===== config.mk =====
export PLATFORM = sky130hd
export DESIGN_NAME = series_peak_selector_top
export DESIGN_NICKNAME = d
export VERILOG_FILES = /design/src/sv/sps_pkg.sv /design/src/sv/sps_in_reg.sv /design/src/sv/sps_core.sv /design/src/sv/sps_out_reg.sv /design/src/sv/series_peak_selector_top.sv
export SDC_FILE = /design/constraint.sdc
export NUM_CORES = 1
export LEC_CHECK = 0
export BUFFER_PORTS_ARGS = -buffer_cell sky130_fd_sc_hd__buf_4
export CORE_MARGIN = 4
export CORE_UTILIZATION = 40
export DETAILED_ROUTE_END_ITERATION = 10
export PLACE_DENSITY = 0.67
export SYNTH_ARGS = -nofsm -noshare
export SYNTH_HDL_FRONTEND = slang
export SYNTH_SLANG_ARGS = --single-unit

===== constraint.sdc =====
create_clock -name clock -period 6.8 [get_ports clock]
set_input_delay 0.34 -clock clock [delete_from_list [all_inputs] [get_ports clock]]
set_output_delay 0.34 -clock clock [all_outputs]
set_load 0.05 [all_outputs]

===== src/sv/sps_pkg.sv =====
package sps_pkg;

   localparam int MAX_SERIES_LEN = 4096;
   localparam int SAMPLE_W = 16;
   localparam int INDEX_W = 12;
   localparam int COUNT_W = $clog2(MAX_SERIES_LEN + 2);
   localparam int CSR_INDEX_W = 1;
   localparam int REQ_DATA_W = 16;
   localparam int RSP_DATA_W = 32;

   localparam logic [COUNT_W-1:0] MAX_COUNT = COUNT_W'(MAX_SERIES_LEN);
   localparam logic [COUNT_W-1:0] MIN_COUNT = COUNT_W'(3);

   localparam logic [CSR_INDEX_W-1:0] CSR_PROM_FLOOR = 1'd0;
   localparam logic [CSR_INDEX_W-1:0] CSR_PEAK_SPACING = 1'd1;

   typedef enum logic [1:0] {
      STATUS_FOUND = 2'd0,
      STATUS_NONE  = 2'd1,
      STATUS_ERROR = 2'd2
   } status_type;

   typedef struct packed {
      logic                last;
      logic [SAMPLE_W-1:0] sample;
   } item_type;

   typedef struct packed {
      logic [SAMPLE_W-1:0] peak_value;
      logic [INDEX_W-1:0]  peak_index;
      status_type          status;
   } result_type;

   typedef struct packed {
      logic step;
      logic last;
   } step_ctrl_type;

endpackage


===== src/sv/sps_in_reg.sv =====
module sps_in_reg (
   input  logic                        clock,
   input  logic                        reset,
   input  logic                        req_tvalid,
   output logic                        req_tready,
   input  logic [sps_pkg::REQ_DATA_W-1:0] req_tdata,  // sample
   input  logic                        req_tlast,
   input  logic                        advance,
   output logic                        item_valid,
   output sps_pkg::item_type           item
);

   logic              valid_ff;
   logic              valid_in;
   sps_pkg::item_type item_ff;
   logic              load;

   assign req_tready = !valid_ff || advance;
   assign load = req_tvalid && req_tready;

   always_comb begin
      if (load) begin
         valid_in = 1'b1;
      end else if (advance) begin
         valid_in = 1'b0;
      end else begin
         valid_in = valid_ff;
      end
   end

   always_ff @(posedge clock) begin
      if (reset) begin
         valid_ff <= 1'b0;
      end else begin
         valid_ff <= valid_in;
      end
   end

   always_ff @(posedge clock) begin
      if (load) begin
         item_ff.sample <= req_tdata[sps_pkg::SAMPLE_W-1:0];
         item_ff.last <= req_tlast;
      end
   end

   assign item_valid = valid_ff;
   assign item = item_ff;

endmodule


===== src/sv/sps_core.sv =====
module sps_core (
   input  logic                               clock,
   input  logic                               reset,
   input  logic                               csr_write,
   input  logic [sps_pkg::CSR_INDEX_W-1:0]    csr_index,
   input  logic [15:0]                        csr_data,
   input  sps_pkg::step_ctrl_type             ctrl,
   input  logic [sps_pkg::SAMPLE_W-1:0]       sample,
   output logic                               result_valid,
   output sps_pkg::result_type                result
);

   logic [15:0]                  min_prom_ff;
   logic [15:0]                  min_dist_ff;
   logic [sps_pkg::SAMPLE_W-1:0] older_ff;
   logic [sps_pkg::SAMPLE_W-1:0] newer_ff;
   logic [sps_pkg::COUNT_W-1:0]  count_ff;
   logic                         found_ff;
   logic [sps_pkg::INDEX_W-1:0]  best_index_ff;
   logic [sps_pkg::SAMPLE_W-1:0] best_value_ff;
   logic [sps_pkg::SAMPLE_W-1:0] best_prom_ff;
   logic [sps_pkg::INDEX_W-1:0]  last_acc_ff;

   logic [sps_pkg::COUNT_W-1:0]  count_in;
   logic                         found_in;
   logic [sps_pkg::INDEX_W-1:0]  best_index_in;
   logic [sps_pkg::SAMPLE_W-1:0] best_value_in;
   logic [sps_pkg::SAMPLE_W-1:0] best_prom_in;
   logic [sps_pkg::INDEX_W-1:0]  last_acc_in;

   logic                         examine;
   logic [sps_pkg::INDEX_W-1:0]  idx;
   logic [sps_pkg::SAMPLE_W-1:0] shoulder;
   logic [sps_pkg::SAMPLE_W-1:0] prom;
   logic [15:0]                  spacing;
   logic [15:0]                  gap;
   logic                         qualify;
   logic                         far_enough;
   logic                         take;
   logic                         better;

   always_ff @(posedge clock) begin
      if (reset) begin
         min_prom_ff <= '0;
         min_dist_ff <= 16'd1;
      end else if (csr_write) begin
         if (csr_index == sps_pkg::CSR_PROM_FLOOR) begin
            min_prom_ff <= csr_data;
         end else if (csr_index == sps_pkg::CSR_PEAK_SPACING) begin
            min_dist_ff <= csr_data;
         end
      end
   end

   always_comb begin
      examine = (count_ff >= sps_pkg::COUNT_W'(2)) && (count_ff < sps_pkg::MAX_COUNT);
      idx = count_ff[sps_pkg::INDEX_W-1:0] - sps_pkg::INDEX_W'(1);
      shoulder = ($signed(older_ff) > $signed(sample)) ? older_ff : sample;
      prom = newer_ff - shoulder;
      spacing = (min_dist_ff == '0) ? 16'd1 : min_dist_ff;
      gap = 16'(idx) - 16'(last_acc_ff);
      qualify = ($signed(newer_ff) > $signed(older_ff)) &&
                ($signed(newer_ff) >= $signed(sample)) &&
                ($signed(prom) >= $signed(min_prom_ff));
      far_enough = !found_ff || (gap >= spacing);
      take = examine && qualify && far_enough;
      better = !found_ff || ($signed(prom) > $signed(best_prom_ff)) ||
               ($signed(newer_ff) > $signed(best_value_ff));

      count_in = (count_ff <= sps_pkg::MAX_COUNT) ? count_ff + sps_pkg::COUNT_W'(1) : count_ff;
      last_acc_in = take ? idx : last_acc_ff;
      if (take && better) begin
         found_in = 1'b1;
         best_index_in = idx;
         best_value_in = newer_ff;
         best_prom_in = prom;
      end else begin
         found_in = found_ff;
         best_index_in = best_index_ff;
         best_value_in = best_value_ff;
         best_prom_in = best_prom_ff;
      end

      result_valid = ctrl.step && ctrl.last;
      if ((count_in < sps_pkg::MIN_COUNT) || (count_in > sps_pkg::MAX_COUNT)) begin
         result.status = sps_pkg::STATUS_ERROR;
         result.peak_index = '0;
         result.peak_value = '0;
      end else if (!found_in) begin
         result.status = sps_pkg::STATUS_NONE;
         result.peak_index = '0;
         result.peak_value = '0;
      end else begin
         result.status = sps_pkg::STATUS_FOUND;
         result.peak_index = best_index_in;
         result.peak_value = best_value_in;
      end
   end

   always_ff @(posedge clock) begin
      if (reset || (ctrl.step && ctrl.last)) begin
         older_ff <= '0;
         newer_ff <= '0;
         count_ff <= '0;
         found_ff <= 1'b0;
         best_index_ff <= '0;
         best_value_ff <= '0;
         best_prom_ff <= '0;
         last_acc_ff <= '0;
      end else if (ctrl.step) begin
         older_ff <= newer_ff;
         newer_ff <= sample;
         count_ff <= count_in;
         found_ff <= found_in;
         best_index_ff <= best_index_in;
         best_value_ff <= best_value_in;
         best_prom_ff <= best_prom_in;
         last_acc_ff <= last_acc_in;
      end
   end

endmodule


===== src/sv/sps_out_reg.sv =====
module sps_out_reg (
   input  logic                           clock,
   input  logic                           reset,
   input  logic                           load,
   input  sps_pkg::result_type            result,
   output logic                           slot_free,
   output logic                           rsp_tvalid,
   input  logic                           rsp_tready,
   output logic [sps_pkg::RSP_DATA_W-1:0] rsp_tdata  // status, peak_index, peak_value
);

   logic                valid_ff;
   logic                valid_in;
   sps_pkg::result_type result_ff;

   assign slot_free = !valid_ff || rsp_tready;
   assign valid_in = load || (valid_ff && !rsp_tready);

   always_ff @(posedge clock) begin
      if (reset) begin
         valid_ff <= 1'b0;
      end else begin
         valid_ff <= valid_in;
      end
   end

   always_ff @(posedge clock) begin
      if (load) begin
         result_ff <= result;
      end
   end

   assign rsp_tvalid = valid_ff;
   assign rsp_tdata = sps_pkg::RSP_DATA_W'(result_ff);

endmodule


===== src/sv/series_peak_selector_top.sv =====
// A final sample word is held in the input register, then its result is loaded into the
// result register and offered from there once that register is free to take it.
// Throughput: one sample word per cycle; a final word waits only while the result
// register holds an untaken word.
// Reset is synchronous and active high: series state clears, the prominence threshold
// returns to 0 and the peak spacing to 1.
module series_peak_selector_top (
   input  logic                               clock,
   input  logic                               reset,
   input  logic                               req_tvalid,
   output logic                               req_tready,
   input  logic [sps_pkg::REQ_DATA_W-1:0]     req_tdata,  // sample
   input  logic                               req_tlast,
   output logic                               rsp_tvalid,
   input  logic                               rsp_tready,
   output logic [sps_pkg::RSP_DATA_W-1:0]     rsp_tdata,  // status, peak_index, peak_value
   input  logic                               csr_valid,
   output logic                               csr_ready,
   input  logic [sps_pkg::CSR_INDEX_W-1:0]    csr_index,
   input  logic [15:0]                        csr_data
);

   logic                   item_valid;
   sps_pkg::item_type      item;
   logic                   advance;
   logic                   slot_free;
   sps_pkg::step_ctrl_type ctrl;
   logic                   result_valid;
   sps_pkg::result_type    result;

   assign csr_ready = 1'b1;
   assign advance = item_valid && (!item.last || slot_free);
   assign ctrl = '{step: advance, last: item.last};

   sps_in_reg u_in_reg (
      .clock      (clock),
      .reset      (reset),
      .req_tvalid (req_tvalid),
      .req_tready (req_tready),
      .req_tdata  (req_tdata),
      .req_tlast  (req_tlast),
      .advance    (advance),
      .item_valid (item_valid),
      .item       (item)
   );

   sps_core u_core (
      .clock        (clock),
      .reset        (reset),
      .csr_write    (csr_valid && csr_ready),
      .csr_index    (csr_index),
      .csr_data     (csr_data),
      .ctrl         (ctrl),
      .sample       (item.sample),
      .result_valid (result_valid),
      .result       (result)
   );

   sps_out_reg u_out_reg (
      .clock      (clock),
      .reset      (reset),
      .load       (result_valid),
      .result     (result),
      .slot_free  (slot_free),
      .rsp_tvalid (rsp_tvalid),
      .rsp_tready (rsp_tready),
      .rsp_tdata  (rsp_tdata)
   );

   a_result_into_free_slot : assert property (@(posedge clock) disable iff (reset)
      result_valid |-> (!rsp_tvalid || rsp_tready))
      else $error("result loaded over an untaken result word");

   a_empty_result_fields : assert property (@(posedge clock) disable iff (reset)
      (rsp_tvalid && (rsp_tdata[1:0] != sps_pkg::STATUS_FOUND))
         |-> (rsp_tdata[29:2] == '0))
      else $error("peak fields not zero without a peak");

   a_final_word_held : assert property (@(posedge clock) disable iff (reset)
      (item_valid && item.last && !slot_free) |=> (item_valid && $stable(item)))
      else $error("stalled final sample word lost");

endmodule

# Word level (Yosys, flattened, before mapping)
# Index checks and enable logic that the tools add are counted.
[totals] wordCells=75 output_inout_bits=35 regBits=183
[classes] n_bitwise=2 order_cmp=12 muxes=9 n_reduce_logical=31 addsub=4
[ops] cell="$gt A16 B16 Y1" n=4
[ops] cell="$ge A16 B16 Y1" n=3
[ops] cell="$mux W16" n=3
[ops] cell="$logic_not A16 Y1" n=1
[ops] cell="$sub A16 B16 Y16" n=1
[ops] cell="$add A13 B1 Y13 const B" n=1
[ops] cell="$ge A13 B2 Y1 const B" n=1
[ops] cell="$gt A13 B13 Y1 const B" n=1
[ops] cell="$le A13 B13 Y1 const B" n=1
[ops] cell="$lt A13 B13 Y1 const B" n=1
[ops] cell="$lt A13 B2 Y1 const B" n=1
[ops] cell="$mux W13" n=1
[ops] cell="$sub A12 B12 Y13" n=1
[ops] cell="$mux W12" n=1
[ops] cell="$sub A12 B1 Y12 const B" n=1
[ops] cell="$logic_and A1 B1 Y1" n=10
[ops] cell="$logic_or A1 B1 Y1" n=9
[ops] cell="$reduce_and A2 Y1" n=4
[ops] cell="$logic_not A1 Y1" n=5
[ops] cell="$mux W1" n=4
[ops] cell="$not A1 Y1" n=2
[ops] cell="$reduce_bool A2 Y1" n=1
[ops] cell="$reduce_or A2 Y1" n=1

# Depth between registers and ports, before layout
[logic_depth] ltp_word=11 depth_mapped=30 depth_no_buf=27

# Cells and area by module
# From an unflattened synthesis, not the netlist that was laid out.
[hier_totals] hier_cells=1387 area_unflattened_um2=11756.3
[by_module_without_submodules] module="sps_core" instances=1 area_each_um2=10202.3 cells_each=1324
[by_module_without_submodules] module="sps_out_reg" instances=1 area_each_um2=965.9 cells_each=37
[by_module_without_submodules] module="sps_in_reg" instances=1 area_each_um2=565.5 cells_each=22
[by_module_without_submodules] module="series_peak_selector_top" instances=1 area_each_um2=22.5 cells_each=4

# Worst setup path before layout
# No wires, ideal clock.
[synth_timing] path_type="reg-to-reg" startpoint="register u_in_reg.item[15] (netlist name)" endpoint="register u_out_reg.result_ff, in the netlist u_out_reg.rsp_tdata[12] (data pin)" slack_ps=454 t_arrival_ps=6197 path_buffers=4 setup_time_ps=150 path_stages_with_launch=31 t_required_ps=6650 cell_sequence="edfxtp_1 inv_1 ha_1 and4_1 o2111ai_1 and3_1 a2111o_1 nand2_1 clkbuf_1 clkbuf_1 a21oi_1 ha_1 o21a_1 o21ai_0 o2bb2ai_1 o311ai_0 nand4_1 nand2_1 xor2_1 inv_1 ha_1 nand3_1 nor3_1 nor3b_1 a221oi_1 a221oi_1 o31a_1 clkbuf_1 clkbuf_1 a21oi_1 nor3_4"
[synth_via] elab_chain_len=11 word_cells_on_any_way=17
[synth_rtl] element="$gt A16 B16 Y1" line_no="sps_core.sv:58" text="shoulder = ($signed(older_ff) > $signed(sample)) ? older_ff : sample;"
[synth_rtl] element="$mux W16 (*)" line_no="sps_core.sv:58"
[synth_rtl] element="$sub A16 B16 Y16 (*)" line_no="sps_core.sv:59" text="prom = newer_ff - shoulder;"
[synth_rtl] element="named net u_core.prom (one bit)" line_no="sps_core.sv:34" text="logic [sps_pkg::SAMPLE_W-1:0] prom;"
[synth_rtl] element="$ge A16 B16 Y1" line_no="sps_core.sv:64" text="($signed(prom) >= $signed(min_prom_ff));"
[synth_rtl] element="$logic_and A1 B1 Y1" line_no="sps_core.sv:63" text="($signed(newer_ff) >= $signed(sample)) &&"
[synth_rtl] element="$logic_and A1 B1 Y1 (2 in series)" line_no="sps_core.sv:66" text="take = examine && qualify && far_enough;"
[synth_rtl] element="$logic_and A1 B1 Y1 (*)" line_no="sps_core.sv:72" text="if (take && better) begin"
[synth_rtl] element="$mux W1" line_no="sps_core.sv:72"
[synth_rtl] element="$not A1 Y1 (no source line)"
[synth_rtl] element="$reduce_or A2 Y1 (no source line)"
[synth_rtl] element="to (signal assigned)" line_no="sps_out_reg.sv:29" text="result_ff <= result;"
[synth_rtl] element="to (decl)" line_no="sps_out_reg.sv:14" text="sps_pkg::result_type result_ff;"
# The timed path passes the listed nets; every way through them passes the cells marked *.
# A chain may end at the register's enable or synchronous reset.

# Final worst setup path
[layout_timing] startpoint="register u_in_reg.item[15] (netlist name)" endpoint="register u_out_reg.result_ff, in the netlist u_out_reg.rsp_tdata[7] (data pin)"
[layout_via] elab_chain_len=11 word_cells_on_any_way=17
[layout_rtl] element="$gt A16 B16 Y1" line_no="sps_core.sv:58"
[layout_rtl] element="$mux W16 (*)" line_no="sps_core.sv:58"
[layout_rtl] element="$sub A16 B16 Y16 (*)" line_no="sps_core.sv:59"
[layout_rtl] element="named net u_core.prom (one bit)" line_no="sps_core.sv:34"
[layout_rtl] element="$ge A16 B16 Y1" line_no="sps_core.sv:64"
[layout_rtl] element="$logic_and A1 B1 Y1" line_no="sps_core.sv:63"
[layout_rtl] element="$logic_and A1 B1 Y1 (2 in series)" line_no="sps_core.sv:66"
[layout_rtl] element="$logic_and A1 B1 Y1 (*)" line_no="sps_core.sv:72"
[layout_rtl] element="$mux W1" line_no="sps_core.sv:72"
[layout_rtl] element="$not A1 Y1 (no source line)"
[layout_rtl] element="$reduce_or A2 Y1 (no source line)"
# Marks and branches as above.

==> results_dict.tcl <==
set metrics [dict create \
    status "complete, no violations" \
    power.share.clock_pct 36.4 \
    min_path_type "input pin to flop" \
    row_count 62 \
    synth_seq_cells 183 \
    reg2reg_depth 27 \
    via_per_inst 5.49 \
    cp-start-kind "flop" \
    holdPathEnd "u_in_reg.item[11]" \
    fin_area_um2 13200 \
    syn_inst 1420 \
    wl_met3_um 1350 \
    synthToLayoutAreaGrowth_pct 13.7 \
    arrival_ps 6670 \
    diodes 0 \
    synth.top_cells.by_count "a21oi_1, nand2_1, ha_1" \
    rr_startpoint "u_in_reg.item[15]" \
    holdPathStages 1 \
    ys.flop_type "dfxtp_1" \
    drc 0 \
    finalPower_mw 2.72 \
    die_y_um 179 \
    worstSkewPairLatency_ps 430 \
    cpMostUsedCell "ha_1" \
    clockBufferDepth 2 \
    yosysMostFrequentCell "a21oi_1" \
    p_switching_mw 0.843 \
    worstHoldStart "req_tdata[11]" \
    r2r_end "u_out_reg.rsp_tdata[7]" \
    placed_cells 1813 \
    wl_per_cell_um 16.4 \
    vias 10173 \
    first_pass_iters 5 \
    fin_cells 1852 \
    tightest_slew_ps 1150 \
    synth_top_area_cell "dfxtp_1" \
    critPathSlowestCell "a2111o_1" \
    hold_violations 0 \
    synth_enable_flop_cells 47 \
    grt_pass1_vias 9604 \
    yosysTopAreaCellShare_pct 23.4 \
    start_util_pct 40.5 \
    nets 1638 \
    top_layer_used "met4" \
    swShare_pct 31.0 \
    yosys_warnings 0 \
    cts_tree "yes" \
    pre_cts_ws_ps 17.2 \
    wl_met1_um 14100 \
    drtIter0Drc 768 \
    cp_num_buf_inv 3 \
    internal_power_mw 1.88 \
    synth_area_um2 11600 \
    grt_usage_pct 19.0 \
    place_area_um2 12500 \
    critPathMaxStageDelay_ps 480 \
    wl_met2_um 14200 \
    die_w_um 179 \
    grt_pass1_wl_um 48900 \
    fmax_ghz 0.156 \
    syn_area_per_cell_um2 8.19 \
    seqPwrFrac_pct 43.0 \
    path_class "flop to flop" \
    core_area_um2 28700 \
    drive_gt1_share_pct 10.8 \
    grt_max_degree 103 \
    setup.worst_path.start "u_in_reg.item[15]" \
    ctsHoldBuffers 0 \
    root_buffer "clkbuf_16" \
    min_period_ps 6420 \
    antenna_found_initial 0 \
    cellLeakagePower_nw 4.96 \
    pwr-share-comb_pct 20.6 \
    dp_hpwl_um 22000 \
    end_kind "flop" \
    synth_cell_types 71 \
    drv_slew 0 \
    ant_nets 0 \
    io_buffers 70 \
    hold_ws_ps 78.1 \
    peakVddDrop_uv 148 \
    cp_max_fo 55 \
    relSlewSlack_pct 23.2 \
    boundaryPins 74 \
    setup_viol 0 \
    crit_required_ps 7050 \
    crit_family "simple AND/OR/NAND/NOR gates" \
    finalCritPeriodShare_pct 94.4 \
    maxCapViolations 0 \
    synthTopCellsByArea "dfxtp_1, ha_1, edfxtp_1" \
    tns_ps 0 \
    cts_made_buffers 17 \
    fin_util_pct 46.1 \
    die-area_um2 31900 \
    clk_pin_slew_ps 70 \
    p_per_area_nw_per_um2 206 \
    grt-ovfl-total 0 \
    setup_ws_ps 378 \
    async_flop_share_pct 0 \
    wirelength_um 30400 \
    reg2reg_setup_slack_ps 380 \
    ctsHtreeMaxLevel 4 \
    yosysSeqAreaShare_pct 35.5 \
    gp_congestion 0.903 \
    fin_skew_ps 8.32 \
    clock-sinks 183 \
]
placed cells by master, fill, tap and decap left out, drive strengths merged, types with 8 or more instances in the layout:
cell / n
a211oi: 11
a21o: 11
a21oi: 199
buf: 96
clkbuf: 20
dfxtp: 136
edfxtp: 47
ha: 142
inv: 136
mux2i: 13
nand2: 172
nand3: 64
nand4: 19
nor2: 72
nor2b: 15
nor3: 64
nor4: 8
o211ai: 10
o21ai: 75
xnor2: 20
xor2: 22
worst max-delay path by stage:
stage,to,slack (ps),cells after the start
finish,u_out_reg.rsp_tdata[7],380,27
CTS,u_out_reg.rsp_tdata[17],30,27
global route,u_out_reg.rsp_tdata[4],-70,27
floorplan,u_out_reg.rsp_tdata[12],450,30
detailed placement,u_out_reg.rsp_tdata[11],20,27
global placement,u_out_reg.rsp_tdata[3],130,26
layout make-up:
type	count	area, µm²
well taps	384	480
repair buffers	97	786
fillers	2820	15500
inverters	128	480
multi-input cells	1028	6780
clock inverters	13	136
flip-flops and latches	183	4130
clock buffers	19	433
sequential cells by signal (all words and copies together), names as in the netlist:
| name | count |
|---|---|
| u_core.older_ff | 16 |
| u_core.min_dist_ff | 16 |
| u_core.last_acc_ff | 12 |
| u_in_reg.item_valid | 1 |
| u_core.best_index_ff | 12 |
| u_core.best_value_ff | 16 |
| u_core.found_ff | 1 |
| u_out_reg.rsp_tvalid | 1 |
| u_core.best_prom_ff | 16 |
| u_in_reg.item | 17 |
| u_core.count_ff | 13 |
| u_core.newer_ff | 16 |
| u_out_reg.rsp_tdata | 30 |
| u_core.min_prom_ff | 16 |
power by group through the flow:
| stage | clock, mW | combinational [mW] | sequential, mW |
|---|---|---|---|
| after floorplan | 0 | 0.384 | 1.19 |
| after global placement | 0 | 0.529 | 1.19 |
| after detailed placement | 0 | 0.547 | 1.20 |
| after CTS | 1.01 | 0.552 | 1.17 |
| after global routing | 1.06 | 0.637 | 1.17 |
| final | 0.989 | 0.560 | 1.17 |
worst register-to-register path, delay by kind of cell, from the launching register on:
kind	cells	cell delay (ps)
AOI/OAI and AO/OA	8	1970
adders and majority gates	3	850
buffers and inverters	3	430
and+or+nand+nor	11	2060
xor gates and xnor gates	1	200
DFF	1	370
muxes	1	350
logic make-up (layout without fill, tap and decap cells):
| family | Yosys count | count (layout) | share of synthesized area [%] |
|---|---|---|---|
| other | 2 | 3 | 0.0646 |
| DFF | 183 | 183 | 35.5 |
| buffers and inverters | 210 | 257 | 7.21 |
| and+or+nand+nor | 463 | 463 | 19.1 |
| muxes | 15 | 15 | 1.31 |
| xor gates and xnor gates | 42 | 42 | 3.16 |
| adders and majority gates | 144 | 144 | 15.6 |
| AOI/OAI and AO/OA | 361 | 361 | 18.0 |
routing by layer:
| metal | global-route usage [%] | vias to the layer above |
|---|---|---|
| met2 | 30.8 | 247 |
| li1 | - | 5064 |
| met1 | 26.0 | 4816 |
| met4 | 6.68 | 0 |
| met5 | 0 | - |
| met3 | 2.35 | 46 |
what timing repair did:
item	4_1_cts	5_1_grt
gates cloned	0	1
resized for setup	1	22
setup buffers	0	6
endpoints found under the setup margin	4	85
pin swaps	0	6
(Power assumes the default switching activity.)
